[config.mk]
export PLATFORM = sky130hd
export DESIGN_NAME = rotary_encoder_button_counter_flat
export DESIGN_NICKNAME = d
export VERILOG_FILES = /design/src/design/rebc_pkg.sv /design/src/design/rebc_if.sv /design/src/design/rebc_in_stage.sv /design/src/design/rebc_core.sv /design/src/design/rebc_out_reg.sv /design/src/design/rotary_encoder_button_counter.sv /design/src/flat_wrapper.sv
export SDC_FILE = /design/constraint.sdc
export NUM_CORES = 1
export LEC_CHECK = 0
export BUFFER_PORTS_ARGS = -buffer_cell sky130_fd_sc_hd__buf_2
export CORE_UTILIZATION = 30
export DETAILED_ROUTE_END_ITERATION = 8
export PLACE_DENSITY = 0.51
export SLEW_MARGIN = 20
export SYNTH_ARGS = -nofsm -noshare
export SYNTH_HDL_FRONTEND = slang
export SYNTH_SLANG_ARGS = --single-unit
[constraint.sdc]
create_clock -name clk -period 9.1 [get_ports clk]
set_input_delay 1.365 -clock clk [delete_from_list [all_inputs] [get_ports clk]]
set_output_delay 1.365 -clock clk [all_outputs]
set_load 0.005 [all_outputs]
[src/design/rebc_pkg.sv]
package rebc_pkg;

  localparam int unsigned DEBOUNCE_W = 24;
  localparam int unsigned HOLD_W     = 32;
  localparam int unsigned TIME_W     = 32;
  localparam int unsigned COUNT_W    = 16;
  localparam int unsigned CFG_DATA_W = 32;
  localparam int unsigned CFG_IDX_W  = 1;

  localparam logic [DEBOUNCE_W-1:0] DEBOUNCE_RESET = 24'd10000;
  localparam logic [HOLD_W-1:0]     HOLD_RESET     = 32'd2000000;

  localparam logic [CFG_IDX_W-1:0] REG_DEBOUNCE = 1'd0;
  localparam logic [CFG_IDX_W-1:0] REG_HOLD     = 1'd1;

  localparam logic signed [COUNT_W-1:0] STEP_MAX  = 16'sh7fff;
  localparam logic signed [COUNT_W-1:0] STEP_MIN  = 16'sh8000;
  localparam logic [COUNT_W-1:0]        COUNT_MAX = 16'hffff;

  typedef enum logic {
    KIND_TICK = 1'b0,
    KIND_READ = 1'b1
  } kind_t;

  typedef struct packed {
    kind_t kind;
    logic  enc_a;
    logic  enc_b;
    logic  button_level;
  } req_t;

  typedef struct packed {
    logic signed [COUNT_W-1:0] step_count;
    logic [COUNT_W-1:0]        click_count;
    logic [COUNT_W-1:0]        hold_count;
  } rsp_t;

  typedef struct packed {
    logic valid;
    logic advance;
  } stage_ctl_t;

endpackage

[src/design/rebc_if.sv]
interface rebc_req_if;
  logic valid;
  logic ready;
  logic kind;
  logic enc_a;
  logic enc_b;
  logic button_level;

  modport source (output valid, output kind, output enc_a, output enc_b,
                  output button_level, input ready);
  modport sink   (input valid, input kind, input enc_a, input enc_b,
                  input button_level, output ready);
endinterface

interface rebc_rsp_if;
  logic               valid;
  logic               ready;
  logic signed [15:0] step_count;
  logic [15:0]        click_count;
  logic [15:0]        hold_count;

  modport source (output valid, output step_count, output click_count,
                  output hold_count, input ready);
  modport sink   (input valid, input step_count, input click_count,
                  input hold_count, output ready);
endinterface

[src/design/rebc_in_stage.sv]
module rebc_in_stage (
  input  logic              clk,
  input  logic              rst_n,
  rebc_req_if.sink          in_ch,
  input  logic              advance,
  output rebc_pkg::stage_ctl_t s1_ctl,
  output rebc_pkg::req_t    s1_req
);
  import rebc_pkg::*;

  logic valid_r;
  logic valid_nxt;
  req_t req_r;
  logic in_fire;

  assign in_ch.ready = !valid_r || advance;
  assign in_fire     = in_ch.valid && in_ch.ready;

  always_comb begin
    valid_nxt = valid_r;
    if (in_fire) begin
      valid_nxt = 1'b1;
    end else if (advance) begin
      valid_nxt = 1'b0;
    end
  end

  always_ff @(posedge clk) begin
    if (!rst_n) begin
      valid_r <= 1'b0;
    end else begin
      valid_r <= valid_nxt;
    end
  end

  always_ff @(posedge clk) begin
    if (in_fire) begin
      req_r <= '{kind:         kind_t'(in_ch.kind),
                 enc_a:        in_ch.enc_a,
                 enc_b:        in_ch.enc_b,
                 button_level: in_ch.button_level};
    end
  end

  assign s1_ctl = '{valid: valid_r, advance: advance};
  assign s1_req = req_r;

endmodule

[src/design/rebc_core.sv]
module rebc_core (
  input  logic                                clk,
  input  logic                                rst_n,
  input  rebc_pkg::stage_ctl_t                s1_ctl,
  input  rebc_pkg::req_t                      s1_req,
  input  logic                                out_free,
  input  logic [rebc_pkg::DEBOUNCE_W-1:0]     debounce,
  input  logic [rebc_pkg::HOLD_W-1:0]         hold,
  output logic                                advance,
  output logic                                rsp_valid,
  output rebc_pkg::rsp_t                      rsp
);
  import rebc_pkg::*;

  logic [TIME_W-1:0]         time_r, time_nxt;
  logic [TIME_W-1:0]         enc_time_r, enc_time_nxt;
  logic                      a_prev_r, a_prev_nxt;
  logic [TIME_W-1:0]         btn_time_r, btn_time_nxt;
  logic                      btn_prev_r, btn_prev_nxt;
  logic                      btn_held_r, btn_held_nxt;
  logic [TIME_W-1:0]         press_time_r, press_time_nxt;
  logic signed [COUNT_W-1:0] steps_r, steps_nxt;
  logic [COUNT_W-1:0]        clicks_r, clicks_nxt;
  logic [COUNT_W-1:0]        holds_r, holds_nxt;

  logic              is_tick;
  logic              is_read;
  logic [TIME_W-1:0] time_inc;
  logic [TIME_W-1:0] enc_gap;
  logic [TIME_W-1:0] btn_gap;
  logic [TIME_W-1:0] press_gap;
  logic [TIME_W-1:0] debounce_ext;
  logic              enc_due;
  logic              btn_due;

  assign advance   = s1_ctl.valid && (s1_req.kind == KIND_TICK || out_free);
  assign is_tick   = advance && s1_req.kind == KIND_TICK;
  assign is_read   = advance && s1_req.kind == KIND_READ;
  assign rsp_valid = is_read;
  assign rsp       = '{step_count: steps_r, click_count: clicks_r, hold_count: holds_r};

  assign time_inc     = time_r + TIME_W'(1);
  assign debounce_ext = TIME_W'(debounce);
  assign enc_gap      = time_inc - enc_time_r;
  assign btn_gap      = time_inc - btn_time_r;
  assign press_gap    = time_inc - press_time_r;
  assign enc_due      = enc_gap >= debounce_ext;
  assign btn_due      = btn_gap > debounce_ext;

  always_comb begin
    time_nxt       = time_r;
    enc_time_nxt   = enc_time_r;
    a_prev_nxt     = a_prev_r;
    btn_time_nxt   = btn_time_r;
    btn_prev_nxt   = btn_prev_r;
    btn_held_nxt   = btn_held_r;
    press_time_nxt = press_time_r;
    steps_nxt      = steps_r;
    clicks_nxt     = clicks_r;
    holds_nxt      = holds_r;

    if (is_read) begin
      steps_nxt  = '0;
      clicks_nxt = '0;
      holds_nxt  = '0;
    end

    if (is_tick) begin
      time_nxt = time_inc;

      if (enc_due) begin
        enc_time_nxt = time_inc;
        a_prev_nxt   = s1_req.enc_a;
        if (!a_prev_r && s1_req.enc_a) begin
          if (s1_req.enc_b) begin
            if (steps_r != STEP_MAX) steps_nxt = steps_r + COUNT_W'(1);
          end else begin
            if (steps_r != STEP_MIN) steps_nxt = steps_r - COUNT_W'(1);
          end
        end
      end

      if (btn_due) begin
        btn_time_nxt = time_inc;
        btn_prev_nxt = s1_req.button_level;
        if (btn_prev_r && !s1_req.button_level) begin
          press_time_nxt = time_inc;
          if (clicks_r != COUNT_MAX) clicks_nxt = clicks_r + COUNT_W'(1);
        end else if (!btn_prev_r && s1_req.button_level) begin
          btn_held_nxt = 1'b0;
        end else if (!btn_prev_r && !btn_held_r && press_gap > hold) begin
          btn_held_nxt = 1'b1;
          if (holds_r != COUNT_MAX) holds_nxt = holds_r + COUNT_W'(1);
        end
      end
    end
  end

  always_ff @(posedge clk) begin
    if (!rst_n) begin
      time_r       <= '0;
      enc_time_r   <= '0;
      a_prev_r     <= 1'b0;
      btn_time_r   <= '0;
      btn_prev_r   <= 1'b1;
      btn_held_r   <= 1'b0;
      press_time_r <= '0;
      steps_r      <= '0;
      clicks_r     <= '0;
      holds_r      <= '0;
    end else begin
      time_r       <= time_nxt;
      enc_time_r   <= enc_time_nxt;
      a_prev_r     <= a_prev_nxt;
      btn_time_r   <= btn_time_nxt;
      btn_prev_r   <= btn_prev_nxt;
      btn_held_r   <= btn_held_nxt;
      press_time_r <= press_time_nxt;
      steps_r      <= steps_nxt;
      clicks_r     <= clicks_nxt;
      holds_r      <= holds_nxt;
    end
  end

  a_read_clears: assert property (@(posedge clk) disable iff (!rst_n)
    is_read |=> steps_r == '0 && clicks_r == '0 && holds_r == '0)
    else $error("counters not cleared after read");

  a_time_holds: assert property (@(posedge clk) disable iff (!rst_n)
    !is_tick |=> $stable(time_r))
    else $error("time advanced without a tick");

  a_held_pressed: assert property (@(posedge clk) disable iff (!rst_n)
    btn_held_r |-> !btn_prev_r)
    else $error("hold flag set while switch released");

endmodule

[src/design/rebc_out_reg.sv]
module rebc_out_reg (
  input  logic           clk,
  input  logic           rst_n,
  input  logic           rsp_valid,
  input  rebc_pkg::rsp_t rsp,
  output logic           out_free,
  rebc_rsp_if.source     out_ch
);
  import rebc_pkg::*;

  logic valid_r;
  logic valid_nxt;
  rsp_t rsp_r;

  assign out_free = !valid_r || out_ch.ready;

  always_comb begin
    valid_nxt = valid_r;
    if (rsp_valid) begin
      valid_nxt = 1'b1;
    end else if (out_ch.ready) begin
      valid_nxt = 1'b0;
    end
  end

  always_ff @(posedge clk) begin
    if (!rst_n) begin
      valid_r <= 1'b0;
    end else begin
      valid_r <= valid_nxt;
    end
  end

  always_ff @(posedge clk) begin
    if (rsp_valid) begin
      rsp_r <= rsp;
    end
  end

  assign out_ch.valid       = valid_r;
  assign out_ch.step_count  = rsp_r.step_count;
  assign out_ch.click_count = rsp_r.click_count;
  assign out_ch.hold_count  = rsp_r.hold_count;

endmodule

[src/design/rotary_encoder_button_counter.sv]
// Channel | Dir | Handshake         | Payload
// in_ch   | in  | valid/ready       | kind, enc_a, enc_b, button_level
// out_ch  | out | valid/ready       | step_count, click_count, hold_count
// cfg     | in  | cfg_we, no ready  | cfg_index, cfg_wdata
//
// One request per clock unless a read is stalled; requests are registered in the
// input register before the counters, and a read's result in the output register.
// Reset is synchronous on rst_n; config returns to 10000 / 2000000 ticks.
// A stalled result holds the next read in the input register and the requests
// behind it wait; tick requests ahead of that read keep flowing.
module rotary_encoder_button_counter (
  input  logic                               clk,
  input  logic                               rst_n,
  rebc_req_if.sink                           in_ch,
  rebc_rsp_if.source                         out_ch,
  input  logic                               cfg_we,
  input  logic [rebc_pkg::CFG_IDX_W-1:0]     cfg_index,
  input  logic [rebc_pkg::CFG_DATA_W-1:0]    cfg_wdata
);
  import rebc_pkg::*;

  logic [DEBOUNCE_W-1:0] debounce_r;
  logic [HOLD_W-1:0]     hold_r;

  stage_ctl_t s1_ctl;
  req_t       s1_req;
  logic       advance;
  logic       out_free;
  logic       rsp_valid;
  rsp_t       rsp;

  always_ff @(posedge clk) begin
    if (!rst_n) begin
      debounce_r <= DEBOUNCE_RESET;
      hold_r     <= HOLD_RESET;
    end else if (cfg_we) begin
      unique case (cfg_index)
        REG_DEBOUNCE: debounce_r <= cfg_wdata[DEBOUNCE_W-1:0];
        REG_HOLD:     hold_r     <= cfg_wdata[HOLD_W-1:0];
        default:      ;
      endcase
    end
  end

  rebc_in_stage u_in_stage (
    .clk     (clk),
    .rst_n   (rst_n),
    .in_ch   (in_ch),
    .advance (advance),
    .s1_ctl  (s1_ctl),
    .s1_req  (s1_req)
  );

  rebc_core u_core (
    .clk       (clk),
    .rst_n     (rst_n),
    .s1_ctl    (s1_ctl),
    .s1_req    (s1_req),
    .out_free  (out_free),
    .debounce  (debounce_r),
    .hold      (hold_r),
    .advance   (advance),
    .rsp_valid (rsp_valid),
    .rsp       (rsp)
  );

  rebc_out_reg u_out_reg (
    .clk       (clk),
    .rst_n     (rst_n),
    .rsp_valid (rsp_valid),
    .rsp       (rsp),
    .out_free  (out_free),
    .out_ch    (out_ch)
  );

endmodule
[src/flat_wrapper.sv]
// flat-port wrapper written by rule: the top's interface ports become plain ports
module rotary_encoder_button_counter_flat import rebc_pkg::*;
  (clk, rst_n, cfg_we, cfg_index, cfg_wdata, in_ch_valid, in_ch_kind, in_ch_enc_a, in_ch_enc_b, in_ch_button_level, in_ch_ready, out_ch_valid, out_ch_step_count, out_ch_click_count, out_ch_hold_count, out_ch_ready);
  rebc_req_if in_ch_i ();
  rebc_rsp_if out_ch_i ();
  input  logic clk;
  input  logic rst_n;
  input  logic cfg_we;
  input  logic [rebc_pkg::CFG_IDX_W-1:0] cfg_index;
  input  logic [rebc_pkg::CFG_DATA_W-1:0] cfg_wdata;
  input wire logic [$bits(in_ch_i.valid)-1:0] in_ch_valid;
  input wire logic [$bits(in_ch_i.kind)-1:0] in_ch_kind;
  input wire logic [$bits(in_ch_i.enc_a)-1:0] in_ch_enc_a;
  input wire logic [$bits(in_ch_i.enc_b)-1:0] in_ch_enc_b;
  input wire logic [$bits(in_ch_i.button_level)-1:0] in_ch_button_level;
  output wire logic [$bits(in_ch_i.ready)-1:0] in_ch_ready;
  output wire logic [$bits(out_ch_i.valid)-1:0] out_ch_valid;
  output wire logic [$bits(out_ch_i.step_count)-1:0] out_ch_step_count;
  output wire logic [$bits(out_ch_i.click_count)-1:0] out_ch_click_count;
  output wire logic [$bits(out_ch_i.hold_count)-1:0] out_ch_hold_count;
  input wire logic [$bits(out_ch_i.ready)-1:0] out_ch_ready;
  assign in_ch_i.valid = in_ch_valid;
  assign in_ch_i.kind = in_ch_kind;
  assign in_ch_i.enc_a = in_ch_enc_a;
  assign in_ch_i.enc_b = in_ch_enc_b;
  assign in_ch_i.button_level = in_ch_button_level;
  assign in_ch_ready = in_ch_i.ready;
  assign out_ch_valid = out_ch_i.valid;
  assign out_ch_step_count = out_ch_i.step_count;
  assign out_ch_click_count = out_ch_i.click_count;
  assign out_ch_hold_count = out_ch_i.hold_count;
  assign out_ch_i.ready = out_ch_ready;
  rotary_encoder_button_counter u_core (.clk(clk), .rst_n(rst_n), .in_ch(in_ch_i), .out_ch(out_ch_i), .cfg_we(cfg_we), .cfg_index(cfg_index), .cfg_wdata(cfg_wdata));
endmodule
Word-level counts from Yosys, hierarchy flattened
Index checks and enable logic that the tools add are counted.

Flip-flop bits (word level): 289. Input bits: 42. Output and inout bits: 50. Logic and storage cells: 91.

Add/subtract/negate cells: 8. Magnitude comparators: 3. Eq/ne operators: 4. Muxes and demuxes: 25. Bitwise operators: 3. Reduce and logical (&&, ||, !) cells: 27.

Operators with widths (number): 16-bit two-way mux (19); 32-bit subtractor (3); 16-bit != test (second input constant) (4); 16-bit by 1-bit adder with 16-bit output (second input constant) (2); 32-bit by 1-bit adder with 32-bit output (second input constant) (1); 32-bit by 24-bit greater-or-equal comparator with 1-bit output (1); 32-bit by 24-bit greater-than comparator with 1-bit output (1); 32-bit greater-than comparator (1); 16-bit by 2-bit adder with 16-bit output (second input constant) (1); 16-bit by 2-bit subtractor with 16-bit output (second input constant) (1); 1-bit logical AND (9); 2-bit AND reduction (4); 1-bit zero test (6); 1-bit two-way mux (6); 2-bit nonzero test (3); 4-bit AND reduction (1); 1-bit logical OR (3); 1-bit inverter (3); 3-bit AND reduction (1).

Logic depth before layout (Yosys ltp)
Word-level depth: 12. Gate-level depth with buffers: 32. Depth with buffers taken out: 32.

Hierarchy
Synthesis repeated with hierarchy kept, for this count alone.

Cells, all modules: 2465. Area total of the unflattened synthesis: 20196.9 um^2.

By module, submodules not included: rebc_core (instances 1, cells each 2166, area an instance 16280.6 um^2, seq. area each 3583.4 um^2); rotary_encoder_button_counter (instances 1, cells each 236, area an instance 2233.4 um^2, seq. area each 1121.1 um^2); rebc_out_reg (instances 1, cells each 52, area an instance 1490.2 um^2, seq. area each 1461.4 um^2); rebc_in_stage (instances 1, cells each 11, area an instance 192.7 um^2, seq. area each 140.1 um^2).

Worst setup path before layout
No wires, ideal clock.

Path type: register to register. Start point: reg u_core.u_core.time_r[0]. End point: reg u_core.u_core.holds_r[0]. Library setup time: 0.065 ns. Data arrival time: 6.710 ns. Required time: 9.035 ns. Setup slack: 2.325 ns. Cell stages (with the launch flop): 32. Buffers on the path: 0. Period minus slack after synthesis: 6.775 ns. Cell sequence: dfxtp_1 -> ha_1 -> nand3_1 -> nor2_1 -> nand2_1 -> nor2_1 -> and3_1 -> nand3_1 -> xor2_1 -> inv_1 -> ha_1 -> a21o_1 -> a21o_1 -> a21oi_1 -> o32ai_1 -> a31oi_1 -> a21oi_1 -> a21boi_0 -> o21ai_0 -> a221o_1 -> a21oi_1 -> xnor2_1 -> ha_1 -> nand4_1 -> or2_2 -> or4_1 -> a21oi_1 -> o41a_1 -> o211ai_1 -> nor2_1 -> mux2_2 -> nor2_1.

Longest elaborated chain between the ends: 9. Elaborated cells between the ends (all ways): 11. Classes of those cells: add/sub: 3; order compare: 2; mux: 5; reduce/logical: 1.

RTL lines: start: declaration (RTL line rebc_core.sv:15) `logic [TIME_W-1:0] time_r, time_nxt;`; start signal: assignment (RTL line rebc_core.sv:112) `time_r <= time_nxt;`; 32-bit by 1-bit adder with 32-bit output * (RTL line rebc_core.sv:42) `assign time_inc = time_r + TIME_W'(1);`; via u_core.u_core.time_inc[14] (RTL line rebc_core.sv:28) `logic [TIME_W-1:0] time_inc;`; 32-bit subtractor (RTL line rebc_core.sv:46) `assign press_gap = time_inc - press_time_r;`; 32-bit greater-than comparator (RTL line rebc_core.sv:91) `end else if (!btn_prev_r && !btn_held_r && press_gap > hold) begin`; 1-bit logical AND (RTL line rebc_core.sv:91); 16-bit two-way mux (RTL line rebc_core.sv:91); 16-bit two-way mux (RTL line rebc_core.sv:89) `end else if (!btn_prev_r && s1_req.button_level) begin`; 16-bit two-way mux (RTL line rebc_core.sv:86) `if (btn_prev_r && !s1_req.button_level) begin`; 16-bit two-way mux * (RTL line rebc_core.sv:83) `if (btn_due) begin`; 16-bit two-way mux * (RTL line rebc_core.sv:68) `if (is_tick) begin`; end signal: assignment (RTL line rebc_core.sv:121) `holds_r <= holds_nxt;`; end: declaration (RTL line rebc_core.sv:24) `logic [COUNT_W-1:0] holds_r, holds_nxt;`.

The timed path passes the listed nets; every way through them passes the cells marked *. A chain may end at the register's enable or synchronous reset.

Worst setup path in the final report
Start point: reg u_core.u_core.time_r[0]. End point: reg u_core.u_core.holds_r[10].

The elaborated chain is that of the path after synthesis.

==> results.toml <==
[drt]
detail-route-antenna-nets = 0
drt-pass1-iter-count = 6
wl_met3_mm = 2.805
vias_per_cell = 5.237
vias = 17560
finalWirelength_mm = 62.27
routedWlPerCell_um = 18.57
route.top_layer_used = "met4"
wl_met1_mm = 29.83
drt_iter0_drc = 1149
residual_drc_count = 0
met2_length_mm = 28.28

[grt]
grt_pass1_vias = 16640
grt_first_pass_wirelength_mm = 97.78
initial_antenna_violation_count = 0
globalRoute.totalOverflow = 0
grt_start_max_net_pins = 105
groute.usage.overall = 0.1863

[clocking]
cts_root_buffer = "clkbuf_16"
clk_transition_reported_paths_ns = 0.06
cts_post_setup_buffers_inserted = 0
cts_resized = 0
cts-hold-fix-buffers = 0
cts.path.max_buffers = 3
tritoncts = "yes"
cts_inserted_buffers = 36
htreeDepth = 2
worst_skew_pair_later_pin_latency_ns = 0.57
cts_num_sinks = 289

[synth]
synth_cells = 2429
ys.flop_type = "dfxtp_1"
synth-seq-area-share = 0.3235
post_synth_xor_area_fraction = 0.06045
synth_top_family_by_area = "compound AO/OA/AOI/OAI gates"
synth_enable_flop_cells = 52
synth-compound-area-share = 0.2256
ys_ff_latch = 289
synth-simple-area-share = 0.2010
synth_top_cell_by_area = "dfxtp_1"
synth.top_cell.area_share = 0.2434
asyncSetResetFlopFracSynth = 0
netlist_top_cells_area = "dfxtp_1 24%, ha_1 11%, edfxtp_1 8.0%"
post_synth_instance_area_um2 = 19500
synth_warnings = 0
post_synthesis_share_of_cell_area_spent_on_full_adders_half_adders_and_majority_gates = 0.1180
mappedNetlistNets = 2653
synthMuxAreaShare = 0.007316
distinct_cells_synth = 89
syn-mean-instance-area_um2 = 8.026

[power]
power.density_nw_per_um2 = 167.6
cellLeakagePower_uw = 0.009036
share_seq_of_total_power = 0.372
vdd_drop_max_mv = 0.1308
switchingPower_uw = 1118
cell_internal_pwr_uw = 2565
combinationalPowerShare = 0.213
power_frac_clock = 0.416
power_switching_share = 0.3036

[die]
core_footprint_um2 = 64350
start_util = 0.3030
die_width_um = 256.9
dieArea_um2 = 66010
num_rows = 93
pin_count = 92
fp.dieH_um = 256.9

[sta]
setup_viol_count_final = 0
period_share = 0.9196
slew_limit_fails = 0
timing_worst_slew_pin_value_ns = 1.098
final.setup_skew_ns = 0.02728
final_period_demand_of_the_worst_path_ns = 8.369
final_tns_setup_ns = 0
unrepaired_setup_endpoints_after_global_routing = "false"
timing.hold.ws_ns = 0.4543
finalHoldViolCount = 0
timing.max_slew.rel_slack = 0.2681
max_freq_mhz = 119.5

[critical_path]
reg2reg_slack_ns = 0.73
critical_path.startpoint_type = "flop"
crit_required_ns = 9.59
reg2reg_depth = 32
criticalPathCategory = "reg -> reg"
cpMaxStageDelayCell = "or4_1"
top_fanout_value_on_the_critical_path = 10
worstSetupEndpointType = "flop"
reg2reg_from = "u_core.u_core.time_r[0]"
timing.critical_path.arrival_ns = 8.86
r2r_end = "u_core.u_core.holds_r[10]"
critical-path-max-stage-delay_ns = 0.61

[finish]
ff_latch_area_um2 = 6306
layout.cells.most_common = "nand2_1"
ratio_of_cells_with_drive_above_1_in_the_final_layout = 0.09087
multi_input_comb_area_um2 = 11980
layout_common_cells = "266 x nand2_1, 251 x nor2_1, 237 x dfxtp_1"
layout-area-overhead-vs-synth_pct = 12.75
number_of_nets_in_the_layout = 2696
finalCoreUtilization = 0.3416
ant_diodes = 0
final.fill_count = 6818

[placement]
buffer_ports.inserted = 91
place_congestion = 0.8989
post-dp-hpwl_mm = 47.95

[flow_run]
maxCapViolCount = 0

[hold_path]
min_path_cells = 2
timing.hold.worst.start = "u_core.debounce_r[3]"
holdPathEnd = "u_core.debounce_r[3]"
hp-class = "reg -> reg"

[run_status]
outcome = "finished, final reports clean"
==> registers in the layout, indices dropped and copies added (netlist names) <==
name,count
u_core.hold_r,32
u_core.u_core.time_r,32
u_core.u_in_stage.s1_req,4
u_core.u_core.btn_prev_r,1
u_core.u_core.holds_r,16
u_core.u_core.steps_r,16
u_core.u_core.a_prev_r,1
u_core.u_out_reg.out_ch.click_count,16
u_core.u_core.enc_time_r,32
u_core.u_out_reg.out_ch.step_count,16
u_core.u_out_reg.out_ch.hold_count,16
u_core.u_core.clicks_r,16
u_core.u_core.press_time_r,32
u_core.u_core.btn_time_r,32
u_core.u_core.btn_held_r,1
u_core.debounce_r,24
u_core.u_in_stage.valid_r,1
u_core.u_out_reg.out_ch.valid,1
==> cell usage after synthesis (19+ instances only) <==
cell and n:
nand2_1 267, clkbuf_1 68, buf_2 19, o21a_1 24, o21ai_0 104, nor2b_1 26, xnor2_1 80, nand4_1 30
nor2_1 251, ha_1 179, nor3_1 44, a31oi_1 22, o211ai_1 32, a21oi_1 203, a21o_1 63, a211oi_2 21
and3_1 42, nand2b_1 27, nand3_1 69, a211oi_1 82, inv_1 206, edfxtp_1 52, xor2_1 52, dfxtp_1 237
==> area by class of cell <==
class / instances / share of cell area
Tap cell: 855 / 0.04867
Timing Repair Buffer: 109 / 0.02743
Inverter: 207 / 0.03557
Clock inverter: 22 / 0.01377
Clock buffer: 42 / 0.04292
Sequential cell: 289 / 0.2869
Multi-Input combinational cell: 1829 / 0.5448
==> how the worst max path moves through the flow <==
stage / startpoint / depth (start not counted) / to
after floorplan: u_core.u_core.time_r[0] / 31 / u_core.u_core.holds_r[0]
after global placement: u_core.u_core.time_r[1] / 32 / u_core.u_core.holds_r[7]
after detailed placement: u_core.u_core.time_r[0] / 32 / u_core.u_core.holds_r[10]
after CTS: u_core.u_core.time_r[0] / 32 / u_core.u_core.holds_r[10]
after global routing: u_core.u_core.time_r[0] / 32 / u_core.u_core.holds_r[10]
final: u_core.u_core.time_r[0] / 32 / u_core.u_core.holds_r[10]
==> power by group through the flow <==
stage / combinational [uW] / sequential, uW / clock, uW
3_5_place_dp: 769 / 1400 / 0
4_1_cts: 777 / 1370 / 1570
5_1_grt: 872 / 1370 / 1620
2_1_floorplan: 551 / 1380 / 0
6_report: 783 / 1370 / 1530
3_3_place_gp: 763 / 1400 / 0
==> critical path, delay by kind of cell (launching register included) <==
kind / cells / cell delay (ns)
adder cells (fa/ha/maj): 3 / 0.90
AND/OR/NAND/NOR: 12 / 3.13
AO/OA/AOI/OAI: 14 / 3.22
XOR/XNOR: 2 / 0.45
buffers and inverters: 1 / 0.19
flip-flops: 1 / 0.39
==> kinds of logic after synthesis <==
family                     after synthesis
and+or+nand+nor                        840
xor gates and xnor gates               133
muxes                                   14
buffers and inverters                  311
adders and majority gates              182
AOI/OAI and AO/OA                      660
DFF                                    289
==> stage by stage <==
step	setup slack, ns	power [uW]	std cells	area (um2)
2_1_floorplan	2.325	1935	2429	19500
3_3_place_gp	1.010	2158	3289	20730
3_5_place_dp	0.7270	2165	3289	20730
4_1_cts	0.6703	3717	3353	21970
5_1_grt	0.002093	3865	3353	21980
6_report	0.7313	3683	3353	21980
==> metal layers <==
layer / vias up / GRT usage
li1: 8707 / -
met1: 8328 / 0.2611
met4: 0 / 0.04960
met5: - / 0
met3: 75 / 0.02049
met2: 448 / 0.3020
Note: power is estimated with default switching activity, not from simulation.
